===== config.mk =====
export PLATFORM = sky130hd
export DESIGN_NAME = http_request_framer
export DESIGN_NICKNAME = d
export VERILOG_FILES = /design/src/htf_pkg.sv /design/src/htf_classify.sv /design/src/htf_class_queue.sv /design/src/htf_engine.sv /design/src/http_request_framer.sv
export SDC_FILE = /design/constraint.sdc
export NUM_CORES = 1
export LEC_CHECK = 0
export BUFFER_PORTS_ARGS = -buffer_cell sky130_fd_sc_hd__buf_2
export CORE_MARGIN = 2
export CORE_UTILIZATION = 50
export DETAILED_ROUTE_END_ITERATION = 8
export PLACE_DENSITY_LB_ADDON = 0.25
export REMOVE_ABC_BUFFERS = 1
export SYNTH_ARGS = -nofsm -noshare
export SYNTH_HDL_FRONTEND = slang
export SYNTH_SLANG_ARGS = --single-unit

===== constraint.sdc =====
create_clock -name clk -period 9.69 [get_ports clk]
set_clock_uncertainty 0.15 [all_clocks]
set_input_delay 0.4845 -clock clk [delete_from_list [all_inputs] [get_ports clk]]
set_output_delay 0.4845 -clock clk [all_outputs]
set_load 0.03 [all_outputs]

===== src/htf_pkg.sv =====
// ----------------------------------------------------------------------------
// htf_pkg
// Shared types, constants and tables of the request framer: payload beats,
// byte classes between front and back, status and register codes.
// ----------------------------------------------------------------------------
package htf_pkg;

	// counter width of byte count and expected message total
	localparam int COUNT_WIDTH = 32;

	localparam int KEY_LEN  = 15;
	localparam int KP_W     = $clog2(KEY_LEN);
	localparam int HLIM_W   = 21;
	localparam int BLIM_W   = 25;
	localparam int LIMIT_W  = BLIM_W + 1;
	localparam int VAL_W    = 32;
	localparam int CMP_W    = (COUNT_WIDTH > LIMIT_W) ? COUNT_WIDTH : LIMIT_W;
	localparam int MSG_W    = (COUNT_WIDTH > VAL_W) ? COUNT_WIDTH : VAL_W;
	localparam int SUM_W    = MSG_W + 1;
	localparam int PROD_W   = VAL_W + 4;

	localparam logic [COUNT_WIDTH-1:0] CNT_MAX = '1;
	localparam logic [VAL_W-1:0]       VAL_MAX = '1;

	localparam logic [HLIM_W-1:0] DEFAULT_HEADER_LIMIT = HLIM_W'(8192);
	localparam logic [BLIM_W-1:0] DEFAULT_BODY_LIMIT   = BLIM_W'(1048576);

	// register indexes
	localparam logic REG_HEADER_LIMIT = 1'b0;
	localparam logic REG_BODY_LIMIT   = 1'b1;

	// input kinds
	localparam logic KIND_DATA    = 1'b0;
	localparam logic KIND_RESTART = 1'b1;

	// result status codes
	localparam logic [1:0] STATUS_MORE      = 2'd0;
	localparam logic [1:0] STATUS_COMPLETE  = 2'd1;
	localparam logic [1:0] STATUS_TOO_LARGE = 2'd2;

	// special bytes
	localparam logic [7:0] CHAR_CR    = 8'h0D;
	localparam logic [7:0] CHAR_LF    = 8'h0A;
	localparam logic [7:0] CHAR_SPACE = 8'h20;
	localparam logic [7:0] CHAR_ZERO  = 8'h30;
	localparam logic [7:0] CHAR_NINE  = 8'h39;
	localparam logic [7:0] CHAR_UPPER_A = 8'h41;
	localparam logic [7:0] CHAR_UPPER_Z = 8'h5A;
	localparam logic [7:0] CASE_OFFSET  = 8'h20;

	// header keyword, lower case
	localparam logic [7:0] KEYWORD [KEY_LEN] = '{
		8'h63, 8'h6F, 8'h6E, 8'h74, 8'h65, 8'h6E, 8'h74, 8'h2D,
		8'h6C, 8'h65, 8'h6E, 8'h67, 8'h74, 8'h68, 8'h3A
	};

	// length field scan phase
	typedef enum logic [1:0] {
		PH_SEARCH   = 2'd0,
		PH_SKIP     = 2'd1,
		PH_DIGITS   = 2'd2,
		PH_FINISHED = 2'd3
	} phase_t;

	typedef struct packed {
		logic       kind;
		logic [7:0] byte_value;
	} request_t;

	typedef struct packed {
		logic [1:0]       status;
		logic [VAL_W-1:0] message_length;
		logic [VAL_W-1:0] body_length;
	} result_t;

	// classified byte handed from front to back
	typedef struct packed {
		logic               restart;
		logic               digit;
		logic [3:0]         digit_val;
		logic               space;
		logic               cr;
		logic               lf;
		logic [KEY_LEN-1:0] match;
	} class_t;

endpackage


===== src/htf_classify.sv =====
// ----------------------------------------------------------------------------
// htf_classify
// Front end: folds the byte to lower case and marks digit, space, CR, LF and
// every keyword position that the byte would match.
// ----------------------------------------------------------------------------
module htf_classify (
	input  htf_pkg::request_t request,
	output htf_pkg::class_t   cls
);

	logic [7:0] lc;

	// lower-case fold
	always_comb begin
		if (request.byte_value >= htf_pkg::CHAR_UPPER_A &&
				request.byte_value <= htf_pkg::CHAR_UPPER_Z) begin
			lc = request.byte_value + htf_pkg::CASE_OFFSET;
		end else begin
			lc = request.byte_value;
		end
	end

	// byte classes
	always_comb begin
		cls.restart   = (request.kind == htf_pkg::KIND_RESTART);
		cls.digit     = (request.byte_value >= htf_pkg::CHAR_ZERO) &&
				(request.byte_value <= htf_pkg::CHAR_NINE);
		cls.digit_val = 4'(request.byte_value - htf_pkg::CHAR_ZERO);
		cls.space     = (request.byte_value == htf_pkg::CHAR_SPACE);
		cls.cr        = (request.byte_value == htf_pkg::CHAR_CR);
		cls.lf        = (request.byte_value == htf_pkg::CHAR_LF);
		for (int i = 0; i < htf_pkg::KEY_LEN; i++) begin
			cls.match[i] = (lc == htf_pkg::KEYWORD[i]);
		end
	end

endmodule


===== src/htf_class_queue.sv =====
// ----------------------------------------------------------------------------
// htf_class_queue
// Two-entry queue of classified bytes between front and back end.
// ----------------------------------------------------------------------------
module htf_class_queue (
	input  logic            clk,
	input  logic            arst_n,
	input  logic            push,
	input  htf_pkg::class_t din,
	output logic            full,
	input  logic            pop,
	output logic            empty,
	output htf_pkg::class_t dout
);

	htf_pkg::class_t mem_q [2];
	logic            wptr_q;
	logic            rptr_q;
	logic [1:0]      count_q;
	logic            do_push;
	logic            do_pop;

	assign full    = (count_q == 2'd2);
	assign empty   = (count_q == 2'd0);
	assign do_push = push && !full;
	assign do_pop  = pop && !empty;
	assign dout    = mem_q[rptr_q];

	// pointers and fill level
	always_ff @(posedge clk or negedge arst_n) begin
		if (!arst_n) begin
			wptr_q  <= 1'b0;
			rptr_q  <= 1'b0;
			count_q <= 2'd0;
		end else begin
			if (do_push) begin
				wptr_q <= ~wptr_q;
			end
			if (do_pop) begin
				rptr_q <= ~rptr_q;
			end
			if (do_push && !do_pop) begin
				count_q <= count_q + 2'd1;
			end else if (do_pop && !do_push) begin
				count_q <= count_q - 2'd1;
			end
		end
	end

	// storage
	always_ff @(posedge clk) begin
		if (do_push) begin
			mem_q[wptr_q] <= din;
		end
	end

endmodule


===== src/htf_engine.sv =====
// ----------------------------------------------------------------------------
// htf_engine
// Back end: keeps the message state, tracks the keyword, length value and
// header terminator, decides completion or overflow and queues one result
// beat per byte.
// ----------------------------------------------------------------------------
module htf_engine (
	input  logic                         clk,
	input  logic                         arst_n,
	input  htf_pkg::class_t              cls,
	input  logic                         cls_empty,
	output logic                         cls_pop,
	input  logic [htf_pkg::LIMIT_W-1:0]  limit,
	output logic                         empty,
	input  logic                         pop,
	output htf_pkg::result_t             result
);

	localparam int CW = htf_pkg::COUNT_WIDTH;

	// message state
	logic [CW-1:0]               bc_q;
	logic [1:0]                  tp_q;
	logic                        hd_q;
	logic [CW-1:0]               total_q;
	logic [htf_pkg::KP_W-1:0]    kp_q;
	htf_pkg::phase_t             ph_q;
	logic [htf_pkg::VAL_W-1:0]   lv_q;

	// next values
	logic [CW-1:0]               bc_n;
	logic [1:0]                  tp_n;
	logic                        hd_n;
	logic [CW-1:0]               total_n;
	logic [htf_pkg::KP_W-1:0]    kp_n;
	htf_pkg::phase_t             ph_n;
	logic [htf_pkg::VAL_W-1:0]   lv_n;

	// per-byte evaluation
	logic                        take;
	logic [CW-1:0]               bc_inc;
	logic                        kw_hit;
	logic [htf_pkg::KP_W:0]      kp_adv;
	logic [htf_pkg::KP_W-1:0]    kp_scan;
	htf_pkg::phase_t             ph_scan;
	logic [htf_pkg::VAL_W-1:0]   lv_scan;
	logic [htf_pkg::PROD_W-1:0]  lv_prod;
	logic [1:0]                  tp_scan;
	logic                        term_end;
	logic [htf_pkg::SUM_W-1:0]   total_sum;
	logic [CW-1:0]               total_new;
	logic [CW-1:0]               total_eff;
	logic [htf_pkg::MSG_W-1:0]   total_ext;
	logic                        too_large;
	logic                        complete;
	htf_pkg::result_t            res_d;

	// result queue
	htf_pkg::result_t            res_mem_q [2];
	logic                        res_wptr_q;
	logic                        res_rptr_q;
	logic [1:0]                  res_count_q;
	logic                        res_full;
	logic                        res_pop;

	assign res_full = (res_count_q == 2'd2);
	assign take     = !cls_empty && !res_full;
	assign cls_pop  = take;
	assign empty    = (res_count_q == 2'd0);
	assign res_pop  = pop && !empty;
	assign result   = res_mem_q[res_rptr_q];

	// saturating byte count
	assign bc_inc = (bc_q < htf_pkg::CNT_MAX) ? bc_q + CW'(1) : bc_q;

	// keyword tracking
	always_comb begin
		kw_hit = (32'(kp_q) < htf_pkg::KEY_LEN) && cls.match[kp_q];
		if (kw_hit) begin
			kp_adv = {1'b0, kp_q} + (htf_pkg::KP_W+1)'(1);
		end else begin
			kp_adv = {{htf_pkg::KP_W{1'b0}}, cls.match[0]};
		end
		kp_scan = kp_q;
		if (ph_q == htf_pkg::PH_SEARCH) begin
			if (32'(kp_adv) >= htf_pkg::KEY_LEN) begin
				kp_scan = '0;
			end else begin
				kp_scan = kp_adv[htf_pkg::KP_W-1:0];
			end
		end
	end

	// length scan phase
	always_comb begin
		unique case (ph_q)
			htf_pkg::PH_SEARCH: begin
				if (32'(kp_adv) >= htf_pkg::KEY_LEN) begin
					ph_scan = htf_pkg::PH_SKIP;
				end else begin
					ph_scan = htf_pkg::PH_SEARCH;
				end
			end
			htf_pkg::PH_SKIP: begin
				if (cls.digit) begin
					ph_scan = htf_pkg::PH_DIGITS;
				end else if (cls.space) begin
					ph_scan = htf_pkg::PH_SKIP;
				end else begin
					ph_scan = htf_pkg::PH_FINISHED;
				end
			end
			htf_pkg::PH_DIGITS: begin
				if (cls.digit) begin
					ph_scan = htf_pkg::PH_DIGITS;
				end else begin
					ph_scan = htf_pkg::PH_FINISHED;
				end
			end
			htf_pkg::PH_FINISHED: begin
				ph_scan = htf_pkg::PH_FINISHED;
			end
			default: begin
				ph_scan = htf_pkg::PH_FINISHED;
			end
		endcase
	end

	// decimal accumulation, saturating
	always_comb begin
		lv_prod = htf_pkg::PROD_W'(lv_q) * htf_pkg::PROD_W'(10) +
				htf_pkg::PROD_W'(cls.digit_val);
		lv_scan = lv_q;
		if ((ph_q == htf_pkg::PH_SKIP || ph_q == htf_pkg::PH_DIGITS) && cls.digit) begin
			if (|lv_prod[htf_pkg::PROD_W-1:htf_pkg::VAL_W]) begin
				lv_scan = htf_pkg::VAL_MAX;
			end else begin
				lv_scan = lv_prod[htf_pkg::VAL_W-1:0];
			end
		end
	end

	// header terminator
	always_comb begin
		term_end = 1'b0;
		priority if (cls.cr) begin
			tp_scan = (tp_q == 2'd2) ? 2'd3 : 2'd1;
		end else if (cls.lf && tp_q == 2'd1) begin
			tp_scan = 2'd2;
		end else if (cls.lf && tp_q == 2'd3) begin
			tp_scan  = 2'd0;
			term_end = 1'b1;
		end else begin
			tp_scan = 2'd0;
		end
	end

	// expected total, header length plus content length; the terminating
	// byte is never a digit, so the stored value is already final
	always_comb begin
		total_sum = htf_pkg::SUM_W'(bc_inc) + htf_pkg::SUM_W'(lv_q);
		if (total_sum > htf_pkg::SUM_W'(htf_pkg::CNT_MAX)) begin
			total_new = htf_pkg::CNT_MAX;
		end else begin
			total_new = total_sum[CW-1:0];
		end
	end

	// overflow and completion decision
	always_comb begin
		if (hd_q) begin
			lv_n      = lv_q;
			total_eff = total_q;
		end else begin
			lv_n      = lv_scan;
			total_eff = total_new;
		end
		total_ext = htf_pkg::MSG_W'(total_eff);
		too_large = htf_pkg::CMP_W'(bc_inc) > htf_pkg::CMP_W'(limit);
		complete  = !too_large && (hd_q || term_end) && (bc_inc >= total_eff);
	end

	// next state
	always_comb begin
		bc_n    = bc_q;
		tp_n    = tp_q;
		hd_n    = hd_q;
		total_n = total_q;
		kp_n    = kp_q;
		ph_n    = ph_q;
		if (take) begin
			if (cls.restart || complete) begin
				bc_n    = '0;
				tp_n    = 2'd0;
				hd_n    = 1'b0;
				total_n = '0;
				kp_n    = '0;
				ph_n    = htf_pkg::PH_SEARCH;
			end else begin
				bc_n = bc_inc;
				if (!hd_q) begin
					tp_n = tp_scan;
					kp_n = kp_scan;
					ph_n = ph_scan;
					if (term_end) begin
						hd_n    = 1'b1;
						total_n = total_new;
					end
				end
			end
		end
	end

	// result beat
	always_comb begin
		res_d.status         = htf_pkg::STATUS_MORE;
		res_d.message_length = '0;
		res_d.body_length    = lv_n;
		if (cls.restart) begin
			res_d.body_length = '0;
		end else if (too_large) begin
			res_d.status = htf_pkg::STATUS_TOO_LARGE;
		end else if (complete) begin
			res_d.status = htf_pkg::STATUS_COMPLETE;
			if (total_ext > htf_pkg::MSG_W'(htf_pkg::VAL_MAX)) begin
				res_d.message_length = htf_pkg::VAL_MAX;
			end else begin
				res_d.message_length = total_ext[htf_pkg::VAL_W-1:0];
			end
		end
	end

	// message state registers
	always_ff @(posedge clk or negedge arst_n) begin
		if (!arst_n) begin
			bc_q    <= '0;
			tp_q    <= 2'd0;
			hd_q    <= 1'b0;
			total_q <= '0;
			kp_q    <= '0;
			ph_q    <= htf_pkg::PH_SEARCH;
			lv_q    <= '0;
		end else begin
			bc_q    <= bc_n;
			tp_q    <= tp_n;
			hd_q    <= hd_n;
			total_q <= total_n;
			kp_q    <= kp_n;
			ph_q    <= ph_n;
			if (take) begin
				lv_q <= (cls.restart || complete) ? '0 : lv_n;
			end
		end
	end

	// result queue control
	always_ff @(posedge clk or negedge arst_n) begin
		if (!arst_n) begin
			res_wptr_q  <= 1'b0;
			res_rptr_q  <= 1'b0;
			res_count_q <= 2'd0;
		end else begin
			if (take) begin
				res_wptr_q <= ~res_wptr_q;
			end
			if (res_pop) begin
				res_rptr_q <= ~res_rptr_q;
			end
			if (take && !res_pop) begin
				res_count_q <= res_count_q + 2'd1;
			end else if (res_pop && !take) begin
				res_count_q <= res_count_q - 2'd1;
			end
		end
	end

	// result queue storage
	always_ff @(posedge clk) begin
		if (take) begin
			res_mem_q[res_wptr_q] <= res_d;
		end
	end

endmodule


===== src/http_request_framer.sv =====
// ----------------------------------------------------------------------------
// http_request_framer
// An accepted byte is classified into the class queue; the back end takes it
// from there and writes its result beat into the result queue for popping.
// Throughput: one byte per cycle while the result queue has room and the
// class queue holds a byte; both queues are two entries deep.
// Reset: arst_n clears all message state and both queues and loads
// header_limit 8192 and body_limit 1048576.
// Finds the end of each request from the header terminator and the
// content-length field, and flags requests that run past the size limits.
// ----------------------------------------------------------------------------
module http_request_framer (
	input  logic                        clk,
	input  logic                        arst_n,
	input  logic                        push,
	input  htf_pkg::request_t           request,
	output logic                        full,
	input  logic                        pop,
	output logic                        empty,
	output htf_pkg::result_t            result,
	input  logic                        wr_en,
	input  logic                        wr_index,
	input  logic [htf_pkg::BLIM_W-1:0]  wr_data
);

	logic [htf_pkg::HLIM_W-1:0]  header_limit_q;
	logic [htf_pkg::BLIM_W-1:0]  body_limit_q;
	logic [htf_pkg::LIMIT_W-1:0] limit_q;
	logic [htf_pkg::HLIM_W-1:0]  hlim_eff;

	htf_pkg::class_t             cls_in;
	htf_pkg::class_t             cls_out;
	logic                        cls_empty;
	logic                        cls_pop;

	// configuration registers
	always_ff @(posedge clk or negedge arst_n) begin
		if (!arst_n) begin
			header_limit_q <= htf_pkg::DEFAULT_HEADER_LIMIT;
			body_limit_q   <= htf_pkg::DEFAULT_BODY_LIMIT;
		end else if (wr_en) begin
			unique case (wr_index)
				htf_pkg::REG_HEADER_LIMIT: begin
					header_limit_q <= wr_data[htf_pkg::HLIM_W-1:0];
				end
				htf_pkg::REG_BODY_LIMIT: begin
					body_limit_q <= wr_data;
				end
				default: begin
				end
			endcase
		end
	end

	// overflow threshold, a zero header limit acts as the default
	assign hlim_eff = (header_limit_q == '0) ? htf_pkg::DEFAULT_HEADER_LIMIT
			: header_limit_q;

	always_ff @(posedge clk or negedge arst_n) begin
		if (!arst_n) begin
			limit_q <= htf_pkg::LIMIT_W'(htf_pkg::DEFAULT_HEADER_LIMIT) +
					htf_pkg::LIMIT_W'(htf_pkg::DEFAULT_BODY_LIMIT);
		end else begin
			limit_q <= htf_pkg::LIMIT_W'(hlim_eff) + htf_pkg::LIMIT_W'(body_limit_q);
		end
	end

	// front end
	htf_classify u_classify (
		.request (request),
		.cls     (cls_in)
	);

	// decoupling queue
	htf_class_queue u_class_queue (
		.clk    (clk),
		.arst_n (arst_n),
		.push   (push),
		.din    (cls_in),
		.full   (full),
		.pop    (cls_pop),
		.empty  (cls_empty),
		.dout   (cls_out)
	);

	// back end
	htf_engine u_engine (
		.clk       (clk),
		.arst_n    (arst_n),
		.cls       (cls_out),
		.cls_empty (cls_empty),
		.cls_pop   (cls_pop),
		.limit     (limit_q),
		.empty     (empty),
		.pop       (pop),
		.result    (result)
	);

endmodule


---- Yosys cells after proc, flatten, opt, wreduce, memory -nomap -nowiden ----
Memories as Yosys holds them, arrays and structs flattened.
Index checks and enable logic that the tools add are counted.
cells by class
  reduce and logical (&&, ||, !) cells .... 42
  eq/ne operators ......................... 22
  magnitude comparators ................... 12
  bitwise logic cells ..................... 5
  add/sub/neg operators ................... 11
  multipliers ............................. 1
  multiplexer cells ....................... 52
operator list
  cell                   count
  $mux 32                14
  $eq 8x7->1 const B     8
  $add 36x4->36          1
  $mul 32x3->35 const B  1
  $mux 34                1
  $add 32x32->33         1
  $gt 33x32->1 const B   1
  $mux 33                1
  $add 32x1->32 const B  1
  $ge 32x32->1           1
  $gt 32x26->1           1
  $gt 32x32->1 const B   1
  $lt 32x32->1 const B   1
  $mux 2                 14
  $add 21x25->26         1
  $eq 8x6->1 const B     3
  $logic_not 21->1       1
  $mux 21                1
  $eq 8x4->1 const B     2
  $logic_and 1x1->1      16
  $mux 4                 4
  $mux 1                 13
  $eq 2x2->1 const B     6
  $logic_not 1->1        9
  other kinds (25)       42
word-level totals
  register bits after elaboration ......... 185
  input bits .............................. 40
  memories kept ........................... 2
  RAM bits ................................ 180
  output and inout bits ................... 68
memories
  name                 words  bits a word  read ports  clocked after memory_dff  write ports  line                   source
  u_engine.res_mem_q   2      66           1           0                         1            htf_engine.sv:59       htf_pkg::result_t res_mem_q [2];
  u_class_queue.mem_q  2      24           1           0                         1            htf_class_queue.sv:16  htf_pkg::class_t mem_q [2];

---- Depth between registers and ports, before layout ----
Gate-level depths: netlist of run 1.
  depth after elaboration ................. 11
  mapped depth ............................ 38
  gate-level depth less buffers ........... 33

---- Hierarchy ----
Synthesis of run 1 repeated with hierarchy kept, for this count alone.
second synthesis, totals
  cells, all modules ...................... 2302
  area total of the unflattened synthesis .. 23652.7 um^2
by module, submodules not included
  module               area an instance (um^2)  cells an instance  times used
  htf_engine           17371.7                  1808               1
  http_request_framer  3784.9                   328                1
  htf_class_queue      2030.7                   94                 1
  htf_classify         465.4                    72                 1

---- Least setup slack after synthesis of run 1 ----
No wires, ideal clock.
  path type ............................... register to register
  start ................................... reg u_engine.bc_q[17]
  end ..................................... reg u_engine.lv_q[14] (netlist name)
  buffers on the path ..................... 6
  setup slack ............................. 2267 ps
  cell stages (with the launch flop) ...... 38
  library setup time ...................... 82 ps
  arrival time ............................ 7192 ps
  clock period less this slack ............ 7423 ps
  data required time ...................... 9458 ps
  cell sequence ........................... dfrtp_1 -> and4_1 -> and4_1 -> buf_4 -> nand4_2 -> nand2b_1 -> nor4_1 -> nand2b_1 -> or2_2 -> xnor2_1 -> ha_1 -> clkbuf_1 -> a21o_1 -> a21o_1 -> a21oi_1 -> nor2_1 -> a311o_1 -> nor2_1 -> (+2 left out) -> a21o_1 -> clkbuf_1 -> clkbuf_1 -> o31ai_1 -> ha_1 -> a21o_1 -> a21o_1 -> a21o_1 -> a21o_1 -> a21oi_1 -> o21ai_0 -> nand2_1 -> o211ai_1 -> a21oi_2 -> buf_2 -> clkbuf_1 -> o22ai_1 -> a31oi_1
on the way
  longest elaborated chain between the ends .. 10
  elaborated cells on any way between the ends .. 14
ends and longest elaborated chain
  what                                           line               source
  start: declaration                             htf_engine.sv:22   logic [CW-1:0] bc_q;
  start signal: assignment                       htf_engine.sv:244  bc_q <= bc_n;
  $add 32x1->32 or $lt 32x32->1 (tied branches)  htf_engine.sv:74   assign bc_inc = (bc_q < htf_pkg::CNT_MAX) ? bc_q + CW'(1) : bc_q;
  $mux 32 *                                      htf_engine.sv:74
  $add 32x32->33                                 htf_engine.sv:161  total_sum = htf_pkg::SUM_W'(bc_inc) + htf_pkg::SUM_W'(lv_q);
  $gt 33x32->1                                   htf_engine.sv:162  if (total_sum > htf_pkg::SUM_W'(htf_pkg::CNT_MAX)) begin
  $mux 32                                        htf_engine.sv:162
  $mux 32                                        htf_engine.sv:171  if (hd_q) begin
  $ge 32x32->1                                   htf_engine.sv:180  complete = !too_large && (hd_q || term_end) && (bc_inc >= total_eff);
  $logic_and 1x1->1 *                            htf_engine.sv:180
  $logic_or 1x1->1 *                             htf_engine.sv:251  lv_q <= (cls.restart || complete) ? '0 : lv_n;
  $mux 32 *                                      htf_engine.sv:251
  end signal: assignment                         htf_engine.sv:251
  end: declaration                               htf_engine.sv:28   logic [htf_pkg::VAL_W-1:0] lv_q;
Mark *: on every way between the ends. The rest lies on a longest branch, timed or not.
A chain may end at the register's enable or synchronous reset.

---- Worst setup path in the final report of run 1 ----
  start ................................... reg u_engine.bc_q[17]
  end ..................................... reg u_engine.lv_q[9] (netlist name)
The elaborated chain is that of the path after synthesis.

==> results of run 1 <==
-- how the worst max path moves through the flow --
stage                 startpoint             endpoint  slack, ps  cells past startpoint
3_3_place_gp   u_engine.bc_q[17]    u_engine.lv_q[31]       1210                     30
5_1_grt        u_engine.bc_q[17]     u_engine.lv_q[9]          9                     33
4_1_cts        u_engine.bc_q[17]     u_engine.lv_q[9]        790                     30
2_1_floorplan  u_engine.bc_q[17]  u_engine.total_q[0]        500                     31
6_report       u_engine.bc_q[17]     u_engine.lv_q[9]        700                     30
3_5_place_dp   u_engine.bc_q[17]    u_engine.lv_q[11]        840                     30
-- kinds of logic (layout without fill, tap and decap cells) --
kind of cell	count (synthesis)	in the layout	synth area share [%]
compound gates	580	580	17.2
mux	135	135	6.92
fa+ha+maj	195	195	10.7
simple gates	639	639	14.1
flops	355	355	42.2
buf+inv	214	329	3.89
xor+xnor	133	133	5.05
-- area by class of cell --
cell class	instances	share of cell area, %
clock buffers	46	4.18
clock inverters	30	1.31
inverters	91	1.33
multi-input cells	1682	48.5
flip-flops and latches	355	37.8
well taps	600	2.91
repair buffers	162	3.96
-- report_power, final --
group	total [mW]	internal (mW)	switching [mW]
logic	2.11	0.717	1.39
registers	2.22	2.05	0.166
clock network	1.61	0.947	0.664
-- timing repair --
item | CTS | global route
resized for setup | 0 | 0
hold buffers | 25 | 0
hold endpoints to repair | 118 | 0
-- metrics by stage --
stage	cells	instance area [um2]	util (%)	power [mW]	worst slack, ps
after floorplan	2128	22500	-	3.70	502
after global placement	2865	24100	53.0	4.30	1210
after detailed placement	2865	24100	53.0	4.36	839
after CTS	2966	25800	56.6	5.99	786
after global routing	2966	25800	56.6	6.24	8.67
final	2966	25800	56.6	5.94	698
-- critical path, delay by kind of cell, from the launching register on --
kind	cells	cell delay (ps)
compound gates	13	3030
xor+xnor	1	130
buf+inv	1	160
fa+ha+maj	2	580
flops	1	450
simple gates	13	4270
-- synth_stat cells (6+ instances only) --
cell / instances
ha_1: 191
dfrtp_1: 181
edfxtp_1: 170
nor2_1: 157
a21oi_1: 133
nand2_1: 131
mux2_2: 117
o21ai_0: 114
inv_1: 91
xnor2_1: 91
clkbuf_1: 83
nand3_1: 72
a21o_1: 66
nand2b_1: 51
nor2b_1: 44
xor2_1: 42
nor3_1: 39
o31ai_1: 29
o2bb2ai_1: 28
a31oi_1: 26
nand4_1: 26
and3_1: 25
o22ai_1: 23
a22o_1: 22
or3_1: 15
buf_1: 14
buf_2: 14
o211ai_1: 14
o21a_1: 14
and2_1: 13
or2_2: 13
a211oi_1: 11
a311oi_1: 10
mux2i_1: 10
nor4_1: 10
o21bai_1: 10
buf_6: 9
a311oi_2: 8
and4_1: 8
mux4_2: 8
nand3b_1: 7
a221oi_1: 6
nor3b_1: 6
-- sequential cells by signal, indices dropped and copies added, names as in the netlist, 2 cells and up --
register / count
u_engine.bc_q: 32
u_engine.res_count_q: 2
u_engine.tp_q: 2
u_engine.res_mem_q: 132
u_class_queue.mem_q: 38
limit_q: 26
u_engine.total_q: 32
u_engine.lv_q: 32
u_engine.kp_q: 4
u_engine.ph_q: 2
header_limit_q: 21
body_limit_q: 25
u_class_queue.count_q: 2
-- metal layers --
| metal | GRT usage (%) | vias up | wire [um] |
|---|---|---|---|
| li1 | - | 8491 | - |
| met1 | 32.9 | 8641 | 26200 |
| met2 | 42.9 | 543 | 29100 |
| met3 | 3.31 | 117 | 3100 |
| met4 | 9.68 | 2 | 2090 |
| met5 | 0 | - | 12 |
==> metrics.txt, run 1 <==
Max clock buf depth=3; Main synth FF type=dfrtp_1; crit end category=flip-flop; sequential area share after synthesis=42.2%; Clock Latency Late Sink=590 ps; max_slew headroom=11.3%; starting density of the core=50.8%; num rows=78; global-route wire length before repair=95300 um; number of flops mapped to enable cells by yosys=170; fill cell count=3921; FF-to-FF End=u_engine.lv_q[9]; hold path start=wr_data[16]; Hold Crit Class=input port to flip-flop; WP data required=9940 ps; VDD IR max=0.000198 V; status=complete, no violations; FFs w/ async S/R, synth=52.1%; initial antenna violation count=1; Setup-failing EPs final=0; DRC=0; setup TNS=0 ps; commonest non-fill, non-tap cell in the layout=ha_1; CTS H-Tree Depth=2; Power Density=231 mW/mm2; n_diodes=0; crit path max fanout=37; iteration-0 DRC count of the detailed router=1304; syn_area_per_cell=10.3 um2; FMAX=111 MHz; Hold EP=body_limit_q[16]; drt total wl=60500 um; Post-CTS Setup Bufs=0; CTS clock-pin slew for the worst setup and hold paths=60 ps; Final Cycle Share=92.8%; DP HPWL=44300 um; drt pass-1 iters=5; Die Height=219 um; leakage=11.2 nW; Vias/cell=6.00; clock root buffer=clkbuf_16; Worst-Margin Slew=1330 ps; vias post-DR=17800; area of the multi-input gates=0.0125 mm2; Fin. Hold Viols=0; reg2reg setup slack=700 ps; WP data arrival=9240 ps; Critical Path Start Type=flip-flop; top post-synthesis cells by area=edfxtp_1, dfrtp_1, ha_1; Crit Path Class=flip-flop to flip-flop; Core Area=0.0455 mm2; clk sinks=355; max incr delay on CP=840 ps; Die Area=0.0479 mm2; FF-to-FF path depth=30; total grt overflow=0; Synth Register Bits=355; DRT antenna net count=0; final slew viol count=0; num ports=108; Seq. cell area=0.00974 mm2; Slowest cell on crit path=nor2_2; hold slack=25.3 ps; CP dominant cell by count=a21o_1; Layout Nets=2568; largest net degree at the start of global routing=85; unrepaired setup endpoints after global routing=false; area delta synth->final=11.6%; top-area cell type share of the netlist area=22.1%; most frequent cells in the layout=ha_1, dfrtp_1, edfxtp_1; WL/cell=20.4 um; CTS tree=yes; RePlAce Congestion=0.970; Synth Instances=2251; CTS Buf Count=41; layout cells sized above 1=16.6%; Post-Syn Area=0.0231 mm2; number of port buffers=107; Tmin final=8990 ps; vias in the first global route=17400; GRT Util Overall=25.3%; Die X=219 um; max_cap viols=0; library cells used by synthesis=96; Ys Warns=0; reg-to-reg critical path startpoint=u_engine.bc_q[17]; hold path depth=2; top cell type by total area after synthesis=edfxtp_1
Note: power is estimated with default switching activity, not from simulation.
==> inputs of run 2 (changes only) <==
Settings changed: RECOVER_POWER set to 50.
==> metrics.txt, run 2 (synthesis results as in run 1) <==
CTS tree=yes; max_cap viols=9 (+9); leakage=11.2 nW (-0.47%); reg-to-reg critical path startpoint=u_engine.bc_q[17]; final slew viol count=379 (+379); drt total wl=60400 um (about the same); Critical Path Start Type=flip-flop; Final Cell Area=0.0257 mm2 (-0.23%); Die Height=219 um (unchanged); num rows=78 (unchanged); pre-CTS WS=839 ps (unchanged); CTS clock-pin slew for the worst setup and hold paths=60 ps (about the same); DP Area=0.0241 mm2 (unchanged); DRC=0 (unchanged); setup TNS=0 ps (unchanged); Die Area=0.0479 mm2 (unchanged); FF-to-FF End=u_engine.lv_q[9]; GRT Util Overall=25.3% (unchanged); crit path max fanout=37 (unchanged); WL/cell=20.4 um (about the same); CTS H-Tree Depth=2 (unchanged); worst setup margin=734 ps (+36.1 ps); num ports=108 (unchanged); CP dominant cell by count=a21o_1; most frequent cells in the layout=ha_1, dfrtp_1, edfxtp_1; starting density of the core=50.8% (unchanged); Fin. Hold Viols=0 (unchanged); CP startpoint=u_engine.bc_q[17]; FF-to-FF path depth=30 (unchanged); cts repair resizes=0 (unchanged); Clock Latency Late Sink=580 ps (about the same); Seq. cell area=0.00974 mm2 (about the same); fill cell count=3934 (+0.33%); global-route wire length before repair=95300 um (unchanged); Setup-failing EPs final=0 (unchanged); CTS Buf Count=41 (unchanged); Slowest cell on crit path=nor2_2; failing checks=max-capacitance violations, max-slew violations; layout cells sized above 1=15.7% (-0.85 points); commonest non-fill, non-tap cell in the layout=ha_1; Power Density=231 mW/mm2 (+0.11%); number of port buffers=107 (unchanged); area of the multi-input gates=0.0125 mm2 (-0.15%); Worst-Margin Slew=4570 ps (+3240 ps); VDD IR max=0.000199 V (+0.38%); hold slack=21.5 ps (-3.75 ps); drt pass-1 iters=7 (+2); area delta synth->final=11.3%; Die X=219 um (unchanged); Tmin final=8960 ps (-36.1 ps); clock root buffer=clkbuf_16; crit end category=flip-flop; reg2reg setup slack=730 ps (+40 ps); largest net degree at the start of global routing=85 (unchanged); WP data required=9940 ps (about the same); DP HPWL=44300 um (unchanged); total grt overflow=0 (unchanged); hold path start=wr_data[16]; Crit Path Class=flip-flop to flip-flop; vias post-DR=17800 (+0.067%); max incr delay on CP=820 ps (-20 ps); unrepaired setup endpoints after global routing=false; most flop-heavy register=u_engine.res_mem_q; WP data arrival=9200 ps (-40 ps); n_diodes=0 (unchanged); Layout Nets=2568 (unchanged); Core Area=0.0455 mm2 (unchanged); iteration-0 DRC count of the detailed router=1217 (-6.7%); vias in the first global route=17400 (unchanged); crit path to=u_engine.lv_q[9]; Final Cycle Share=92.4% (-0.37 points); RePlAce Congestion=0.970 (unchanged); initial antenna violation count=1 (unchanged); max reg flops=132 (unchanged); clk sinks=355 (unchanged); status=finished with violations; DRT antenna net count=0 (unchanged); max_slew headroom=-204% (-220 points); FMAX=112 MHz (+0.40%); Top Registers=u_engine.res_mem_q: 132 flops, u_class_queue.mem_q: 38 flops; Hold Crit Class=input port to flip-flop; Vias/cell=6.00 (about the same); Max clock buf depth=3 (unchanged)
[run 2: changes by cell type in the layout (fill, tap and decap cells not counted), sizes merged]
cell	before	now
buf	136	123
clkbuf	47	60
[run 2: metrics by stage]
step | util [%] | std cells | total power [mW]
4_1_cts | 56.6 | 2966 | 5.99
3_3_place_gp | 53.0 | 2865 | 4.30
2_1_floorplan | - | 2128 | 3.70
3_5_place_dp | 53.0 | 2865 | 4.36
6_report | 56.5 | 2966 | 5.93
5_1_grt | 56.5 | 2966 | 6.24
[run 2: worst min-delay path by stage]
stage / endpoint / slack [ps] / cells past startpoint
floorplan: body_limit_q[0] / 40 / 0
global placement: u_engine.total_q[12] / 310 / 1
detailed placement: u_engine.total_q[7] / 310 / 1
CTS: body_limit_q[15] / 0.3 / 2
global route: body_limit_q[15] / 10 / 2
finish: body_limit_q[16] / 20 / 2
[run 2: metal layers]
metal / track usage, % / vias up / wire length, um
li1: - / 8488 / -
met1: 32.9 / 8631 / 26100
met2: 42.9 / 557 / 29100
met3: 3.31 / 128 / 3190
met4: 9.68 / 2 / 2090
met5: 0 / - / 12
[run 2: cell type report]
class                      instances  share of cell area [%]
tap                              600                    2.92
clock inverter                    30                    1.31
multi-input combinational       1682                    48.5
timing repair buffer             162                    3.82
clock buffer                      46                    4.19
sequential                       355                    37.9
inverter                          91                    1.33
[run 2: critical path, delay by kind of cell (launching register included)]
family,cells,cell delay [ps]
AO/OA/AOI/OAI,13,3030
XOR/XNOR,1,130
adder cells (fa/ha/maj),2,580
buffers and inverters,1,160
flip-flops,1,450
AND/OR/NAND/NOR,13,4230
[run 2: repair_timing]
| action | 4_1_cts | 5_1_grt |
|---|---|---|
| hold buffers | 25 | 0 |
| buffers inserted | 0 | 0 |
| hold endpoints to repair | 118 | 0 |
[run 2: report_power, final]
part	leakage, nW	internal, mW	switching (mW)
clock network	0.662	0.947	0.663
registers	4.05	2.06	0.163
logic	6.48	0.711	1.39
total	11.2	3.72	2.21
==> inputs of run 3 (changes only) <==
Settings changed: SYNTH_HIERARCHICAL set to 1.
==> metrics.txt, run 3 <==
status=finished with violations; failing checks=design-rule violations, max-capacitance violations, max-slew violations; Crit Path Class=flip-flop to flip-flop; area delta synth->final=10.5%; largest net degree at the start of global routing=80 (-5.9%); CTS H-Tree Depth=2 (unchanged); max incr delay on CP=670 ps (-150 ps); CTS tree=yes; Die Area=0.0491 mm2 (+2.4%); Core Area=0.0467 mm2 (+2.6%); Layout Nets=2611 (+1.7%); WP data arrival=9350 ps (+150 ps); Worst-Margin Slew=4150 ps (-412 ps); crit path to=u_engine/total_q[18]; Max clock buf depth=3 (unchanged); fill cell count=4045 (+2.8%); Top Registers=u_engine/res_mem_q: 132 flops, u_class_queue/mem_q: 48 flops; number of port buffers=107 (unchanged); starting density of the core=50.7% (-0.062 points); Vias/cell=6.06 (+1.0%); CTS clock-pin slew for the worst setup and hold paths=60 ps (about the same); reg2reg setup slack=660 ps (-70 ps); top-area cell type share of the netlist area=22.9% (+0.74 points); num rows=79 (+1.3%); unrepaired setup endpoints after global routing=false; Die Height=221 um (+1.2%); vias in the first global route=17800 (+2.4%); total grt overflow=0 (unchanged); WL/cell=19.9 um (-2.5%); library cells used by synthesis=109 (+14%); drt total wl=59900 um (-0.83%); Synth Register Bits=365 (+2.8%); commonest cells in the netlist=ha_1, nand2_1, dfrtp_1; most flop-heavy register=u_engine/res_mem_q; number of flops mapped to enable cells by yosys=180 (+5.9%); max reg flops=132 (unchanged); crit end category=flip-flop; vias post-DR=18300 (+2.7%); GRT Util Overall=24.2% (-1.1 points); sequential area share after synthesis=42.4% (+0.26 points); most frequent cells in the layout=ha_1, nand2_1, dfrtp_1; DP Area=0.0245 mm2 (+1.8%); reg-to-reg critical path startpoint=u_engine/bc_q[12]; CTS Buf Count=43 (+4.9%); DRT antenna net count=0 (unchanged); DP HPWL=43700 um (-1.3%); layout cells sized above 1=15.3% (-0.45 points); iteration-0 DRC count of the detailed router=1383 (+14%); final slew viol count=259 (-32%); FFs w/ async S/R, synth=50.7% (-1.4 points); CP startpoint=u_engine/bc_q[12]; n_diodes=0 (unchanged); initial antenna violation count=0 (-1); RePlAce Congestion=0.909 (-6.3%); Setup-failing EPs final=0 (unchanged); syn_area_per_cell=10.3 um2 (+0.19%); leakage=11.5 nW (+3.1%); commonest non-fill, non-tap cell in the layout=ha_1; Post-Syn Area=0.0237 mm2 (+2.5%); top cell type by total area after synthesis=edfxtp_1; Fin. Hold Viols=0 (unchanged); cell with the most instances after synthesis=ha_1; max_slew headroom=-177% (+27 points); FF-to-FF End=u_engine/total_q[18]; FMAX=111 MHz (-0.77%); Util after Layout=56.0% (-0.50 points); Main synth FF type=dfrtp_1; max_cap viols=6 (-3); Final Cell Area=0.0261 mm2 (+1.7%); clock root buffer=clkbuf_16; setup TNS=0 ps (unchanged); drt pass-1 iters=8 (+1); WP data required=10020 ps (+80 ps); FF-to-FF path depth=30 (unchanged); Tmin final=9030 ps (+69.6 ps); top post-synthesis cells by area=edfxtp_1, dfrtp_1, ha_1; Ys Warns=6 (+6); Final Cycle Share=93.1% (+0.72 points); Die X=221 um (+1.2%); VDD IR max=0.000160 V (-20%); CP dominant cell by count=a21o_1; Power Density=234 mW/mm2 (+1.4%); Slowest cell on crit path=xnor2_1; num ports=108 (unchanged); crit path max fanout=43 (+16%); Synth Instances=2302 (+2.3%); Hold Crit Class=input port to flip-flop; clk sinks=365 (+2.8%); Critical Path Start Type=flip-flop; Clock Latency Late Sink=580 ps (about the same); area of the multi-input gates=0.0126 mm2 (+1.1%); DRC=5 (+5); global-route wire length before repair=95800 um (+0.45%); Seq. cell area=0.0100 mm2 (+3.1%)
==> run 3: worst min-delay path by stage <==
stage	from	endpoint	slack [ps]	cells after the start
6_report	wr_data[8]	body_limit_q[8]	30	2
2_1_floorplan	arst_n	body_limit_q[0]	40	0
4_1_cts	wr_data[8]	body_limit_q[8]	1	2
5_1_grt	wr_data[7]	body_limit_q[7]	10	2
3_5_place_dp	u_engine/total_q[15]	u_engine/total_q[15]	310	2
3_3_place_gp	u_engine/total_q[10]	u_engine/total_q[10]	300	2
==> run 3: metrics by stage <==
step | power, mW | std cells | setup slack, ps | hold WS, ps
global placement | 4.47 | 2914 | 1250 | 304
CTS | 6.21 | 3016 | 846 | 1.43
detailed placement | 4.52 | 2914 | 910 | 310
finish | 6.11 | 3016 | 665 | 27.2
floorplan | 3.85 | 2171 | 1360 | 38.9
global route | 6.44 | 3016 | 89.2 | 12.1
==> run 3: repair_timing <==
action / 4_1_cts / 5_1_grt
gates resized for setup: 0 / 1
endpoints found under the setup margin: 0 / 4
setup buffers: 0 / 0
endpoints found under the hold margin: 117 / 0
hold buffers: 24 / 0
==> run 3: power breakdown <==
group	total (mW)	internal, mW	switching (mW)
registers	2.27	2.12	0.149
logic	2.19	0.751	1.44
clock network	1.66	1.00	0.658
==> run 3: kinds of logic after synthesis <==
logic type      share of synthesized area (%)
buf+inv                                  4.14
simple gates                             14.1
compound gates                           16.7
xor+xnor                                 4.89
mux                                      7.31
fa+ha+maj                                10.4
flops                                    42.4
==> run 3: worst max-delay path, delay by kind of cell (launching register included) <==
| family | cells | cell delay (ps) |
|---|---|---|
| XOR/XNOR | 1 | 670 |
| adder cells (fa/ha/maj) | 2 | 770 |
| AO/OA/AOI/OAI | 14 | 3230 |
| buffers and inverters | 1 | 270 |
| flip-flops | 1 | 470 |
| AND/OR/NAND/NOR | 12 | 3330 |
==> run 3: per-layer routing <==
| metal | wire, um | GRT usage, % | part of all wire, % | up-vias |
|---|---|---|---|---|
| met3 | 3190 | 3.75 | 5.3 | 112 |
| met1 | 25800 | 32.0 | 43 | 8956 |
| li1 | - | - | - | 8662 |
| met5 | 0 | 0 | 0 | - |
| met2 | 29100 | 40.8 | 49 | 559 |
| met4 | 1810 | 7.93 | 3.0 | 0 |
==> run 3: layout make-up <==
| type | count | area share (%) |
|---|---|---|
| clock buffers | 56 | 4.53 |
| clock inverters | 22 | 1.05 |
| inverters | 83 | 1.19 |
| multi-input cells | 1723 | 48.3 |
| flip-flops and latches | 365 | 38.4 |
| well taps | 607 | 2.91 |
| repair buffers | 160 | 3.64 |
